### config.mk
export PLATFORM = sky130hd
export DESIGN_NAME = arx_model_iir_filter_flat
export DESIGN_NICKNAME = d
export VERILOG_FILES = /design/src/hw/rtl/arx_pkg.sv /design/src/hw/rtl/arx_ifs.sv /design/src/hw/rtl/arx_model_iir_filter.sv /design/src/hw/rtl/arx_ram.sv /design/src/hw/rtl/arx_cfg_regs.sv /design/src/hw/rtl/arx_mac.sv /design/src/flat_wrapper.sv
export SDC_FILE = /design/constraint.sdc
export NUM_CORES = 2
export LEC_CHECK = 0
export BUFFER_PORTS_ARGS = -buffer_cell sky130_fd_sc_hd__buf_2
export CAP_MARGIN = 20
export CORE_UTILIZATION = 49
export CTS_CLUSTER_SIZE = 8
export DETAILED_ROUTE_END_ITERATION = 10
export PLACE_DENSITY_LB_ADDON = 0.15
export RECOVER_POWER = 50
export SLEW_MARGIN = 20
export SYNTH_ARGS = -nofsm -noshare
export SYNTH_HDL_FRONTEND = slang
export SYNTH_HIERARCHICAL = 1
export SYNTH_SLANG_ARGS = --single-unit
### constraint.sdc
create_clock -name clk -period 8.1 [get_ports clk]
set_input_delay 0.405 -clock clk [delete_from_list [all_inputs] [get_ports clk]]
set_output_delay 0.405 -clock clk [all_outputs]
set_load 0.05 [all_outputs]
### src/hw/rtl/arx_pkg.sv
// arx_pkg: shared types and fixed constants of the arx model iir filter
// no dependencies; used by the interfaces, the cfg register bank, the mac and the top level
package arx_pkg;

  // coefficient format, q2.14
  localparam int COEF_W    = 16;
  localparam int COEF_FRAC = 14;
  localparam logic signed [COEF_W-1:0] B0_RESET = 16'sd16384;

  // configuration port widths
  localparam int CFG_IDX_W  = 8;
  localparam int CFG_DATA_W = 16;
  localparam int DELAY_W    = 4;

  // per-tap control that travels alongside the history read
  typedef struct packed {
    logic vld;
    logic sub;
    logic first;
    logic last;
  } mac_ctl_t;

endpackage

### src/hw/rtl/arx_ifs.sv
// arx_ifs: valid/ready channel interfaces for samples in, samples out and register writes
// depends on arx_pkg for the configuration field widths
interface arx_in_if #(parameter int SAMPLE_BITS = 16);
  logic                          valid;
  logic                          ready;
  logic signed [SAMPLE_BITS-1:0] sample_in;
  modport source (output valid, output sample_in, input ready);
  modport sink   (input valid, input sample_in, output ready);
endinterface

interface arx_out_if #(parameter int SAMPLE_BITS = 16);
  logic                          valid;
  logic                          ready;
  logic signed [SAMPLE_BITS-1:0] sample_out;
  modport source (output valid, output sample_out, input ready);
  modport sink   (input valid, input sample_out, output ready);
endinterface

interface arx_cfg_if;
  logic                            valid;
  logic                            ready;
  logic [arx_pkg::CFG_IDX_W-1:0]   index;
  logic [arx_pkg::CFG_DATA_W-1:0]  data;
  modport source (output valid, output index, output data, input ready);
  modport sink   (input valid, input index, input data, output ready);
endinterface

### src/hw/rtl/arx_model_iir_filter.sv
// arx_model_iir_filter: direct form i iir (arx model) built around two history rams
// depends on arx_pkg, arx_ifs, arx_ram, arx_cfg_regs and arx_mac
//
// usage
//   in_chan   : one signed sample per request (valid/ready, taken when both high)
//   out_chan  : one rounded, saturated output sample per input request
//   cfg_chan  : register writes, index 0..NUM_B_TAPS-1 b taps, then the a taps,
//               then the input delay; always ready, write only while idle
// timing
//   an item runs one tap per cycle through the shared multiply-accumulate,
//   then through the pipeline stages (ram read, product, accumulate) and
//   a final step to round and store; out_chan.valid rises with the store.
//   in_chan.ready is high while no item is in flight; a held result in the
//   output register does not block the next request.
// reset
//   histories read as zero until written (valid bit per entry), b tap 0 = 1.0,
//   other coefficients and the delay zero. if the receiver stalls, the next
//   result waits in the round stage until the output register is free.
module arx_model_iir_filter #(
  parameter int NUM_B_TAPS  = 4,
  parameter int NUM_A_TAPS  = 3,
  parameter int MAX_DELAY   = 8,
  parameter int SAMPLE_BITS = 16
) (
  input  logic       clk,
  input  logic       rst_n,
  arx_in_if.sink     in_chan,
  arx_out_if.source  out_chan,
  arx_cfg_if.sink    cfg_chan
);

  localparam int NT       = NUM_B_TAPS + NUM_A_TAPS;
  localparam int TW       = $clog2(NT);
  localparam int IN_DEPTH = NUM_B_TAPS + MAX_DELAY;
  localparam int IN_AW    = (IN_DEPTH > 1) ? $clog2(IN_DEPTH) : 1;
  localparam int KW       = IN_AW + 1;
  localparam int OUT_AW   = (NUM_A_TAPS > 1) ? $clog2(NUM_A_TAPS) : 1;
  localparam int OW       = OUT_AW + 1;

  localparam logic [1:0] S_IDLE  = 2'd0;
  localparam logic [1:0] S_ISSUE = 2'd1;
  localparam logic [1:0] S_WAIT  = 2'd2;
  localparam logic [1:0] S_FIN   = 2'd3;

  logic [1:0]                        state_r, state_nxt;
  logic [TW-1:0]                     tap_r, tap_nxt;
  logic [IN_AW-1:0]                  wp_r, wp_inc;
  logic [OUT_AW-1:0]                 op_r, op_inc;
  logic [IN_DEPTH-1:0]               ivld_r;
  logic [NUM_A_TAPS-1:0]             ovld_r;
  arx_pkg::mac_ctl_t                 st1_r;
  logic                              ent_vld1_r;
  logic signed [arx_pkg::COEF_W-1:0] coef1_r;
  logic                              out_valid_r;
  logic signed [SAMPLE_BITS-1:0]     out_data_r;

  logic                              in_acc;
  logic                              issue;
  logic                              is_b;
  logic                              last_tap;
  logic                              fin_fire;
  logic [KW-1:0]                     delay_eff;
  logic [KW-1:0]                     k_back;
  logic [KW-1:0]                     idiff;
  logic [TW-1:0]                     a_idx;
  logic [OW-1:0]                     odiff;
  logic [IN_AW-1:0]                  in_raddr;
  logic [OUT_AW-1:0]                 out_raddr;
  logic [SAMPLE_BITS-1:0]            in_rdata;
  logic [SAMPLE_BITS-1:0]            out_rdata;
  logic signed [arx_pkg::COEF_W-1:0] coef_sel;
  logic signed [SAMPLE_BITS-1:0]     mac_sample;
  logic                              mac_done;
  logic signed [SAMPLE_BITS-1:0]     mac_y;

  assign in_chan.ready = (state_r == S_IDLE);
  assign in_acc        = in_chan.valid & in_chan.ready;
  assign issue         = (state_r == S_ISSUE);
  assign is_b          = tap_r < TW'(NUM_B_TAPS);
  assign last_tap      = tap_r == TW'(NT - 1);
  assign fin_fire      = (state_r == S_FIN) & (~out_valid_r | out_chan.ready);

  // circular buffer pointers, newest entry at the pointer
  assign wp_inc = (wp_r == IN_AW'(IN_DEPTH - 1)) ? '0 : wp_r + 1'b1;
  assign op_inc = (op_r == OUT_AW'(NUM_A_TAPS - 1)) ? '0 : op_r + 1'b1;

  // entry k back from newest, wrapped
  assign k_back   = delay_eff + KW'(tap_r);
  assign idiff    = {1'b0, wp_r} - k_back;
  assign in_raddr = idiff[KW-1] ? IN_AW'(idiff + KW'(IN_DEPTH)) : idiff[IN_AW-1:0];

  assign a_idx     = tap_r - TW'(NUM_B_TAPS);
  assign odiff     = {1'b0, op_r} - OW'(a_idx);
  assign out_raddr = odiff[OW-1] ? OUT_AW'(odiff + OW'(NUM_A_TAPS)) : odiff[OUT_AW-1:0];

  arx_cfg_regs #(
    .NUM_B_TAPS (NUM_B_TAPS),
    .NUM_A_TAPS (NUM_A_TAPS),
    .MAX_DELAY  (MAX_DELAY)
  ) u_cfg (
    .clk       (clk),
    .rst_n     (rst_n),
    .cfg_chan  (cfg_chan),
    .tap_sel   (tap_r),
    .coef      (coef_sel),
    .delay_eff (delay_eff)
  );

  arx_ram #(
    .WIDTH (SAMPLE_BITS),
    .DEPTH (IN_DEPTH)
  ) u_in_hist (
    .clk   (clk),
    .we    (in_acc),
    .waddr (wp_inc),
    .wdata (in_chan.sample_in),
    .re    (issue & is_b),
    .raddr (in_raddr),
    .rdata (in_rdata)
  );

  arx_ram #(
    .WIDTH (SAMPLE_BITS),
    .DEPTH (NUM_A_TAPS)
  ) u_out_hist (
    .clk   (clk),
    .we    (fin_fire),
    .waddr (op_inc),
    .wdata (mac_y),
    .re    (issue & ~is_b),
    .raddr (out_raddr),
    .rdata (out_rdata)
  );

  always_comb begin
    state_nxt = state_r;
    tap_nxt   = tap_r;
    case (state_r)
      S_IDLE: begin
        if (in_acc) begin
          state_nxt = S_ISSUE;
          tap_nxt   = '0;
        end
      end
      S_ISSUE: begin
        tap_nxt = tap_r + 1'b1;
        if (last_tap) begin
          state_nxt = S_WAIT;
        end
      end
      S_WAIT: begin
        if (mac_done) begin
          state_nxt = S_FIN;
        end
      end
      S_FIN: begin
        if (fin_fire) begin
          state_nxt = S_IDLE;
        end
      end
      default: begin
        state_nxt = S_IDLE;
      end
    endcase
  end

  always_ff @(posedge clk) begin
    if (!rst_n) begin
      state_r     <= S_IDLE;
      tap_r       <= '0;
      wp_r        <= '0;
      op_r        <= '0;
      ivld_r      <= '0;
      ovld_r      <= '0;
      st1_r       <= '0;
      out_valid_r <= 1'b0;
    end else begin
      state_r <= state_nxt;
      tap_r   <= tap_nxt;
      st1_r   <= '{vld: issue, sub: ~is_b, first: (tap_r == '0), last: last_tap};
      if (in_acc) begin
        wp_r           <= wp_inc;
        ivld_r[wp_inc] <= 1'b1;
      end
      if (fin_fire) begin
        op_r           <= op_inc;
        ovld_r[op_inc] <= 1'b1;
        out_valid_r    <= 1'b1;
      end else if (out_chan.ready) begin
        out_valid_r <= 1'b0;
      end
    end
  end

  // payload side of the read stage and the output register
  always_ff @(posedge clk) begin
    coef1_r    <= coef_sel;
    ent_vld1_r <= is_b ? ivld_r[in_raddr] : ovld_r[out_raddr];
    if (fin_fire) begin
      out_data_r <= mac_y;
    end
  end

  // entries never written read as zero
  assign mac_sample = !ent_vld1_r ? '0 :
                      (st1_r.sub ? $signed(out_rdata) : $signed(in_rdata));

  arx_mac #(
    .SAMPLE_BITS (SAMPLE_BITS),
    .NUM_TAPS    (NT)
  ) u_mac (
    .clk    (clk),
    .rst_n  (rst_n),
    .ctl    (st1_r),
    .coef   (coef1_r),
    .sample (mac_sample),
    .done   (mac_done),
    .result (mac_y)
  );

  assign out_chan.valid      = out_valid_r;
  assign out_chan.sample_out = out_data_r;

  // no tap may still be in the pipeline when a new request is taken
  a_idle_quiet: assert property (@(posedge clk) disable iff (!rst_n)
    in_chan.ready |-> (!st1_r.vld && !mac_done))
    else $error("mac pipeline busy while accepting a request");

  a_accept_start: assert property (@(posedge clk) disable iff (!rst_n)
    in_acc |=> (state_r == S_ISSUE && tap_r == '0))
    else $error("tap sequence did not start after request");

  a_fin_hold: assert property (@(posedge clk) disable iff (!rst_n)
    (state_r == S_FIN && out_valid_r && !out_chan.ready) |=>
      (state_r == S_FIN && $stable(op_r)))
    else $error("result stored while output register full");

  a_done_once: assert property (@(posedge clk) disable iff (!rst_n)
    mac_done |-> (state_r == S_WAIT))
    else $error("accumulator finished outside the wait state");

  a_wp_range: assert property (@(posedge clk) disable iff (!rst_n)
    32'(wp_r) < 32'(IN_DEPTH))
    else $error("input history pointer out of range");

endmodule

### src/hw/rtl/arx_ram.sv
// arx_ram: generic single-write, single-read synchronous ram with registered read data
// no dependencies
module arx_ram #(
  parameter int WIDTH = 16,
  parameter int DEPTH = 12
) (
  input  logic                                     clk,
  input  logic                                     we,
  input  logic [((DEPTH > 1) ? $clog2(DEPTH) : 1)-1:0] waddr,
  input  logic [WIDTH-1:0]                         wdata,
  input  logic                                     re,
  input  logic [((DEPTH > 1) ? $clog2(DEPTH) : 1)-1:0] raddr,
  output logic [WIDTH-1:0]                         rdata
);

  logic [WIDTH-1:0] mem [DEPTH];

  always_ff @(posedge clk) begin
    if (we) begin
      mem[waddr] <= wdata;
    end
    if (re) begin
      rdata <= mem[raddr];
    end
  end

endmodule

### src/hw/rtl/arx_cfg_regs.sv
// arx_cfg_regs: coefficient and input delay registers written through the cfg channel
// depends on arx_pkg and arx_cfg_if; b taps sit at 0..NUM_B_TAPS-1, a taps follow
module arx_cfg_regs #(
  parameter int NUM_B_TAPS = 4,
  parameter int NUM_A_TAPS = 3,
  parameter int MAX_DELAY  = 8
) (
  input  logic                                     clk,
  input  logic                                     rst_n,
  arx_cfg_if.sink                                  cfg_chan,
  input  logic [$clog2(NUM_B_TAPS+NUM_A_TAPS)-1:0] tap_sel,
  output logic signed [arx_pkg::COEF_W-1:0]        coef,
  output logic [((NUM_B_TAPS+MAX_DELAY > 1) ? $clog2(NUM_B_TAPS+MAX_DELAY) : 1):0] delay_eff
);

  localparam int NT       = NUM_B_TAPS + NUM_A_TAPS;
  localparam int IN_DEPTH = NUM_B_TAPS + MAX_DELAY;
  localparam int KW       = ((IN_DEPTH > 1) ? $clog2(IN_DEPTH) : 1) + 1;
  localparam int TW       = $clog2(NT);
  localparam logic [arx_pkg::CFG_IDX_W-1:0] REG_DELAY = arx_pkg::CFG_IDX_W'(NT);

  logic signed [arx_pkg::COEF_W-1:0] coef_r [NT];
  logic [arx_pkg::DELAY_W-1:0]       delay_r;
  logic                              wr;

  assign cfg_chan.ready = 1'b1;
  assign wr = cfg_chan.valid & cfg_chan.ready;

  always_ff @(posedge clk) begin
    if (!rst_n) begin
      for (int i = 0; i < NT; i++) begin
        coef_r[i] <= (i == 0) ? arx_pkg::B0_RESET : '0;
      end
      delay_r <= '0;
    end else if (wr) begin
      if (cfg_chan.index < REG_DELAY) begin
        coef_r[cfg_chan.index[TW-1:0]] <= $signed(cfg_chan.data[arx_pkg::COEF_W-1:0]);
      end else if (cfg_chan.index == REG_DELAY) begin
        delay_r <= cfg_chan.data[arx_pkg::DELAY_W-1:0];
      end
    end
  end

  assign coef = coef_r[tap_sel];

  // delays above MAX_DELAY act as the longest delay, MAX_DELAY
  assign delay_eff = (32'(delay_r) > 32'(MAX_DELAY)) ? KW'(MAX_DELAY) : KW'(delay_r);

endmodule

### src/hw/rtl/arx_mac.sv
// arx_mac: shared multiply-accumulate with product register, then round and saturate
// depends on arx_pkg for mac_ctl_t and the coefficient format
module arx_mac #(
  parameter int SAMPLE_BITS = 16,
  parameter int NUM_TAPS    = 7
) (
  input  logic                                clk,
  input  logic                                rst_n,
  input  arx_pkg::mac_ctl_t                   ctl,
  input  logic signed [arx_pkg::COEF_W-1:0]   coef,
  input  logic signed [SAMPLE_BITS-1:0]       sample,
  output logic                                done,
  output logic signed [SAMPLE_BITS-1:0]       result
);

  localparam int PW    = SAMPLE_BITS + arx_pkg::COEF_W;
  localparam int ACC_W = PW + $clog2(NUM_TAPS) + 1;
  localparam logic signed [ACC_W:0] RND_BIAS = (ACC_W+1)'(1 << (arx_pkg::COEF_FRAC - 1));
  localparam logic signed [ACC_W:0] SAT_HI   = (ACC_W+1)'((64'sd1 <<< (SAMPLE_BITS - 1)) - 64'sd1);
  localparam logic signed [ACC_W:0] SAT_LO   = -SAT_HI - (ACC_W+1)'(1);

  logic signed [PW-1:0]    prod;
  logic signed [PW-1:0]    prod_r;
  arx_pkg::mac_ctl_t       ctl2_r;
  logic signed [ACC_W-1:0] acc_r;
  logic signed [ACC_W-1:0] acc_base;
  logic signed [ACC_W-1:0] prod_ext;
  logic signed [ACC_W:0]   rnd;
  logic signed [ACC_W:0]   quo;
  logic                    done_r;

  assign prod = coef * sample;

  always_ff @(posedge clk) begin
    prod_r <= prod;
  end

  always_ff @(posedge clk) begin
    if (!rst_n) begin
      ctl2_r <= '0;
      done_r <= 1'b0;
    end else begin
      ctl2_r <= ctl;
      done_r <= ctl2_r.vld & ctl2_r.last;
    end
  end

  assign acc_base = ctl2_r.first ? '0 : acc_r;
  assign prod_ext = ACC_W'(prod_r);

  // feedback taps are subtracted
  always_ff @(posedge clk) begin
    if (ctl2_r.vld) begin
      acc_r <= ctl2_r.sub ? (acc_base - prod_ext) : (acc_base + prod_ext);
    end
  end

  // round half up, then clamp to the sample range
  assign rnd = (ACC_W+1)'(acc_r) + RND_BIAS;
  assign quo = rnd >>> arx_pkg::COEF_FRAC;

  always_comb begin
    if (quo > SAT_HI) begin
      result = SAT_HI[SAMPLE_BITS-1:0];
    end else if (quo < SAT_LO) begin
      result = SAT_LO[SAMPLE_BITS-1:0];
    end else begin
      result = quo[SAMPLE_BITS-1:0];
    end
  end

  assign done = done_r;

endmodule
### src/flat_wrapper.sv
// flat-port wrapper written by rule: the top's interface ports become plain ports
module arx_model_iir_filter_flat 
#(
  parameter int NUM_B_TAPS  = 4,
  parameter int NUM_A_TAPS  = 3,
  parameter int MAX_DELAY   = 8,
  parameter int SAMPLE_BITS = 16
)
  (clk, rst_n, in_chan_valid, in_chan_sample_in, in_chan_ready, out_chan_valid, out_chan_sample_out, out_chan_ready, cfg_chan_valid, cfg_chan_index, cfg_chan_data, cfg_chan_ready);
  arx_in_if #(.SAMPLE_BITS(SAMPLE_BITS)) in_chan_i ();
  arx_out_if #(.SAMPLE_BITS(SAMPLE_BITS)) out_chan_i ();
  arx_cfg_if cfg_chan_i ();
  input  logic clk;
  input  logic rst_n;
  input wire logic [$bits(in_chan_i.valid)-1:0] in_chan_valid;
  input wire logic [$bits(in_chan_i.sample_in)-1:0] in_chan_sample_in;
  output wire logic [$bits(in_chan_i.ready)-1:0] in_chan_ready;
  output wire logic [$bits(out_chan_i.valid)-1:0] out_chan_valid;
  output wire logic [$bits(out_chan_i.sample_out)-1:0] out_chan_sample_out;
  input wire logic [$bits(out_chan_i.ready)-1:0] out_chan_ready;
  input wire logic [$bits(cfg_chan_i.valid)-1:0] cfg_chan_valid;
  input wire logic [$bits(cfg_chan_i.index)-1:0] cfg_chan_index;
  input wire logic [$bits(cfg_chan_i.data)-1:0] cfg_chan_data;
  output wire logic [$bits(cfg_chan_i.ready)-1:0] cfg_chan_ready;
  assign in_chan_i.valid = in_chan_valid;
  assign in_chan_i.sample_in = in_chan_sample_in;
  assign in_chan_ready = in_chan_i.ready;
  assign out_chan_valid = out_chan_i.valid;
  assign out_chan_sample_out = out_chan_i.sample_out;
  assign out_chan_i.ready = out_chan_ready;
  assign cfg_chan_i.valid = cfg_chan_valid;
  assign cfg_chan_i.index = cfg_chan_index;
  assign cfg_chan_i.data = cfg_chan_data;
  assign cfg_chan_ready = cfg_chan_i.ready;
  arx_model_iir_filter #(.NUM_B_TAPS(NUM_B_TAPS), .NUM_A_TAPS(NUM_A_TAPS), .MAX_DELAY(MAX_DELAY), .SAMPLE_BITS(SAMPLE_BITS)) u_core (.clk(clk), .rst_n(rst_n), .in_chan(in_chan_i), .out_chan(out_chan_i), .cfg_chan(cfg_chan_i));
endmodule
==> impl_metrics.py <==
metrics = {
    "worst_hold_path": {
        "hold_path.class": "primary input to flip-flop",
    },
    "global_routing": {
        "grt_pass1_vias": 21924,
        "use_met1_pct": 28.9,
        "antenna_found_initial": 1,
        "grtUsageTotal_pct": 22.0,
        "grt_overflow": 0,
        "grtUsageMet3_pct": 3.11,
        "grt_pass1_wl_um": 120000,
        "grt_busiest_layer": "met2",
        "grtUsageMet2_pct": 37.7,
        "grt_max_degree": 82,
    },
    "setup_path": {
        "crit_buf_inv": 4,
        "end_kind": "flip-flop",
        "cpPeakStageDelay_ns": 0.67,
        "crit_family": "adder cells",
        "worstPathRequired_ns": 8.59,
        "crit_path_start_kind": "flip-flop",
        "slowest_stage": "nor2b_2",
        "cpMostUsedCell": "fa_1",
        "worstSetupPathType": "flip-flop to flip-flop",
        "cp_max_fo": 16,
        "worstPathCellList": "nor2b_2 > buf_4 > nand2_1 > fa_1 > fa_1 > fa_1 > fa_1 > inv_1 > fa_1 > inv_1 > fa_1 > inv_1 > ha_1 > a21oi_1 > o21ai_0 > o41ai_4 > o211ai_2 > a31o_1 > a311o_1 > a221o_1 > a21oi_2 > xnor2_1",
        "arrival_ns": 7.67,
    },
    "synthesis": {
        "synthAdderAreaFrac_pct": 20.8,
        "yosysUniqueCellTypes": 87,
        "synth_seq_cells": 541,
        "synth_edf_count": 436,
        "synthXorXnorAreaFrac_pct": 3.24,
        "synthTopCellsByArea": "edfxtp_1 (39%), fa_1 (16%), dfxtp_1 (6.2%)",
        "synth.yosys.seq_area_share_pct": 44.7,
        "synth_common_cells": "edfxtp_1 (436), inv_1 (377), fa_1 (267)",
        "syn_inst": 2807,
        "synth.cell_area_um2": 34000,
        "synth_top_family_by_area": "adder cells",
        "yosysTopAreaCellShare_pct": 38.5,
        "yosysWarnings": 6,
        "synth.avg_cell_area_um2": 12.1,
        "synth_compound_area_share_pct": 5.67,
        "yosysMostFrequentCell": "edfxtp_1",
        "synthFlopType": "edfxtp_1",
        "synth-async-reset-ratio_pct": 0,
        "synth.largest_area_cell": "edfxtp_1",
        "yosys.area_share.simple_pct": 12.1,
        "synthMuxAreaShare_pct": 7.85,
    },
    "timing": {
        "timing.hold.ws_ns": 0.0856,
        "setup_viol": 0,
        "period_share_pct": 88.6,
        "slew_viol_final": 247,
        "tns_ns": 0,
        "finClkSkew_ns": 0.0390,
        "slew_headroom_pct": -141,
        "period_minus_slack_ns": 7.18,
        "hold_viol": 0,
        "rsz0062_at_grt": "false",
        "worstMarginPinSlew_ns": 3.62,
        "max_freq_mhz": 139,
    },
    "floorplan": {
        "num_rows": 96,
        "initial_core_util_pct": 49.5,
        "fp.dieW_um": 265,
        "die_h_um": 265,
        "dieArea_um2": 70400,
        "io_pins": 64,
        "core_um2": 68600,
    },
    "finish": {
        "area_delta_synth_final_pct": 11.1,
        "drive_gt1_share_pct": 9.31,
        "nNetsFinal": 3358,
        "utilization_pct": 55.0,
        "diodes": 0,
    },
    "power": {
        "ir_drop_mv": 0.261,
        "power_mw": 13.1,
        "p_leak_nw": 15.2,
        "cellPowerDensity_nw_per_um2": 347,
    },
    "place": {
        "place_hpwl_um": 53100,
        "gp_congestion": 0.860,
        "port_buffers": 62,
    },
    "clock_network": {
        "cts_hold_buf": 0,
        "cts_tree": "done",
        "clock_path_buffers": 3,
        "cts_max_level": 3,
        "clock-root-buffer": "clkbuf_16",
        "clk_latency_ns": 0.64,
        "post-cts-setup-buffer-count": 0,
        "clkSinkCount": 541,
        "post_cts_resized": 0,
        "cts.clk_slew.worst_paths_ns": 0.05,
        "numCtsBuffers": 78,
    },
    "detailed_routing": {
        "postRouteWirelength_um": 75400,
        "wl_per_cell_um": 19.4,
        "via_per_inst": 5.35,
        "drcViolationCount": 0,
        "vias": 20842,
        "dr.pass1.iters": 5,
        "drtAntennaViolNets": 0,
        "drt-initial-drc-count": 1387,
    },
    "status": {
        "violations": "capacitance limit, slew limit",
        "outcome": "complete, but fails checks",
    },
    "run": {
        "cap_violations": 8,
    },
}
==> worst register-to-register path, stage by stage (launching register included) <==
cell      delay [ns]
dfxtp_1         0.52
nor2b_2         0.67
buf_4           0.28
nand2_1         0.07
fa_1            0.53
fa_1            0.45
fa_1            0.44
fa_1            0.54
inv_1           0.05
fa_1            0.47
inv_1           0.06
fa_1            0.53
inv_1           0.04
ha_1            0.37
a21oi_1         0.16
o21ai_0         0.14
o41ai_4         0.27
o211ai_2        0.18
a31o_1          0.27
a311o_1         0.37
a221o_1         0.38
a21oi_2         0.15
xnor2_1         0.08
==> per-stage QoR <==
stage / instances / cell area [µm²] / setup slack, ns
after floorplan: 2823 / 34000 / 0.922
after CTS: 3893 / 37900 / 0.535
after global placement: 3757 / 35500 / 0.745
after detailed placement: 3758 / 35500 / 0.580
final: 3894 / 37800 / 0.920
after global routing: 3894 / 37800 / 0.520
==> power by group <==
part / switching (mW) / internal, mW
Sequential: 0.266 / 3.61
Clock: 1.22 / 1.84
Combinational: 3.60 / 2.58
==> kinds of logic after synthesis <==
kind of cell / after synthesis
and+or+nand+nor: 779
DFF: 541
buffers and inverters: 481
adders and majority gates: 405
AOI/OAI and AO/OA: 298
muxes: 177
xor gates and xnor gates: 124
other: 2
==> cell usage in the layout (no fill, tap or decap), drive strengths merged, types with 8 or more instances in the layout <==
cell,instances
nand2,232
mux2,17
inv,378
o21a,23
xor2,32
mux4,67
nand2b,31
fa,267
nor2b,77
dfxtp,105
nor4,16
conb,18
mux2i,93
buf,68
a31oi,8
ha,138
clkbuf,168
a22oi,19
nand4,8
o221ai,16
o21ai,78
and3,14
a21oi,85
nand3,25
xnor2,92
edfxtp,436
nor3,22
and2,208
a21o,17
nor2,105
==> final timing paths <==
kind,start,to,slack [ns],cells past startpoint
worst max-delay path,u_core/ent_vld1_r$_DFF_P_,u_core/u_mac/prod_r[31]$_DFF_P_,0.92,22
worst min-delay path,cfg_chan_data[5],u_core/u_cfg/coef_r[6][5]$_SDFFE_PN0P_,0.09,3
worst max register to register,u_core/ent_vld1_r$_DFF_P_,u_core/u_mac/prod_r[31]$_DFF_P_,0.92,22
worst min register to register,u_core/st1_r[3]$_SDFF_PN0_,u_core/u_mac/ctl2_r[3]$_SDFF_PN0_,0.43,1
==> area by class of cell <==
cell class,instances,area [µm²]
Multi-Input combinational cell,1801,17000
Tap cell,931,1160
Inverter,377,1420
Fill cell,5756,30800
Timing Repair Buffer,109,616
Clock inverter,8,183
Sequential cell,541,15200
Clock buffer,127,2170
==> metal layers <==
| layer | part of all wire (%) | routed length, µm | vias to the layer above |
|---|---|---|---|
| met4 | 2.1 | 1600 | 2 |
| met2 | 51 | 38100 | 426 |
| met1 | 43 | 32400 | 10608 |
| li1 | - | - | 9696 |
| met5 | 0.017 | 13 | - |
| met3 | 4.3 | 3220 | 110 |
==> registers in the layout, indices dropped and copies added, names as in the netlist <==
name                        flops
u_core/u_in_hist/mem          192
u_core/u_cfg/coef_r           128
u_core/u_out_hist/mem          48
u_core/u_mac/acc_r             36
u_core/u_mac/prod_r            32
u_core/coef1_r                 16
u_core/out_chan.sample_out     16
u_core/u_in_hist/rdata         16
u_core/u_out_hist/rdata        16
u_core/ivld_r                  12
u_core/st1_r                    4
u_core/u_cfg/delay_r            4
u_core/u_mac/ctl2_r             4
u_core/wp_r                     4
u_core/ovld_r                   3
u_core/tap_r                    3
u_core/op_r                     2
u_core/state_r                  2
u_core/ent_vld1_r               1
u_core/out_chan.valid           1
u_core/u_mac/done               1
Note: power is estimated with default switching activity, not from simulation.
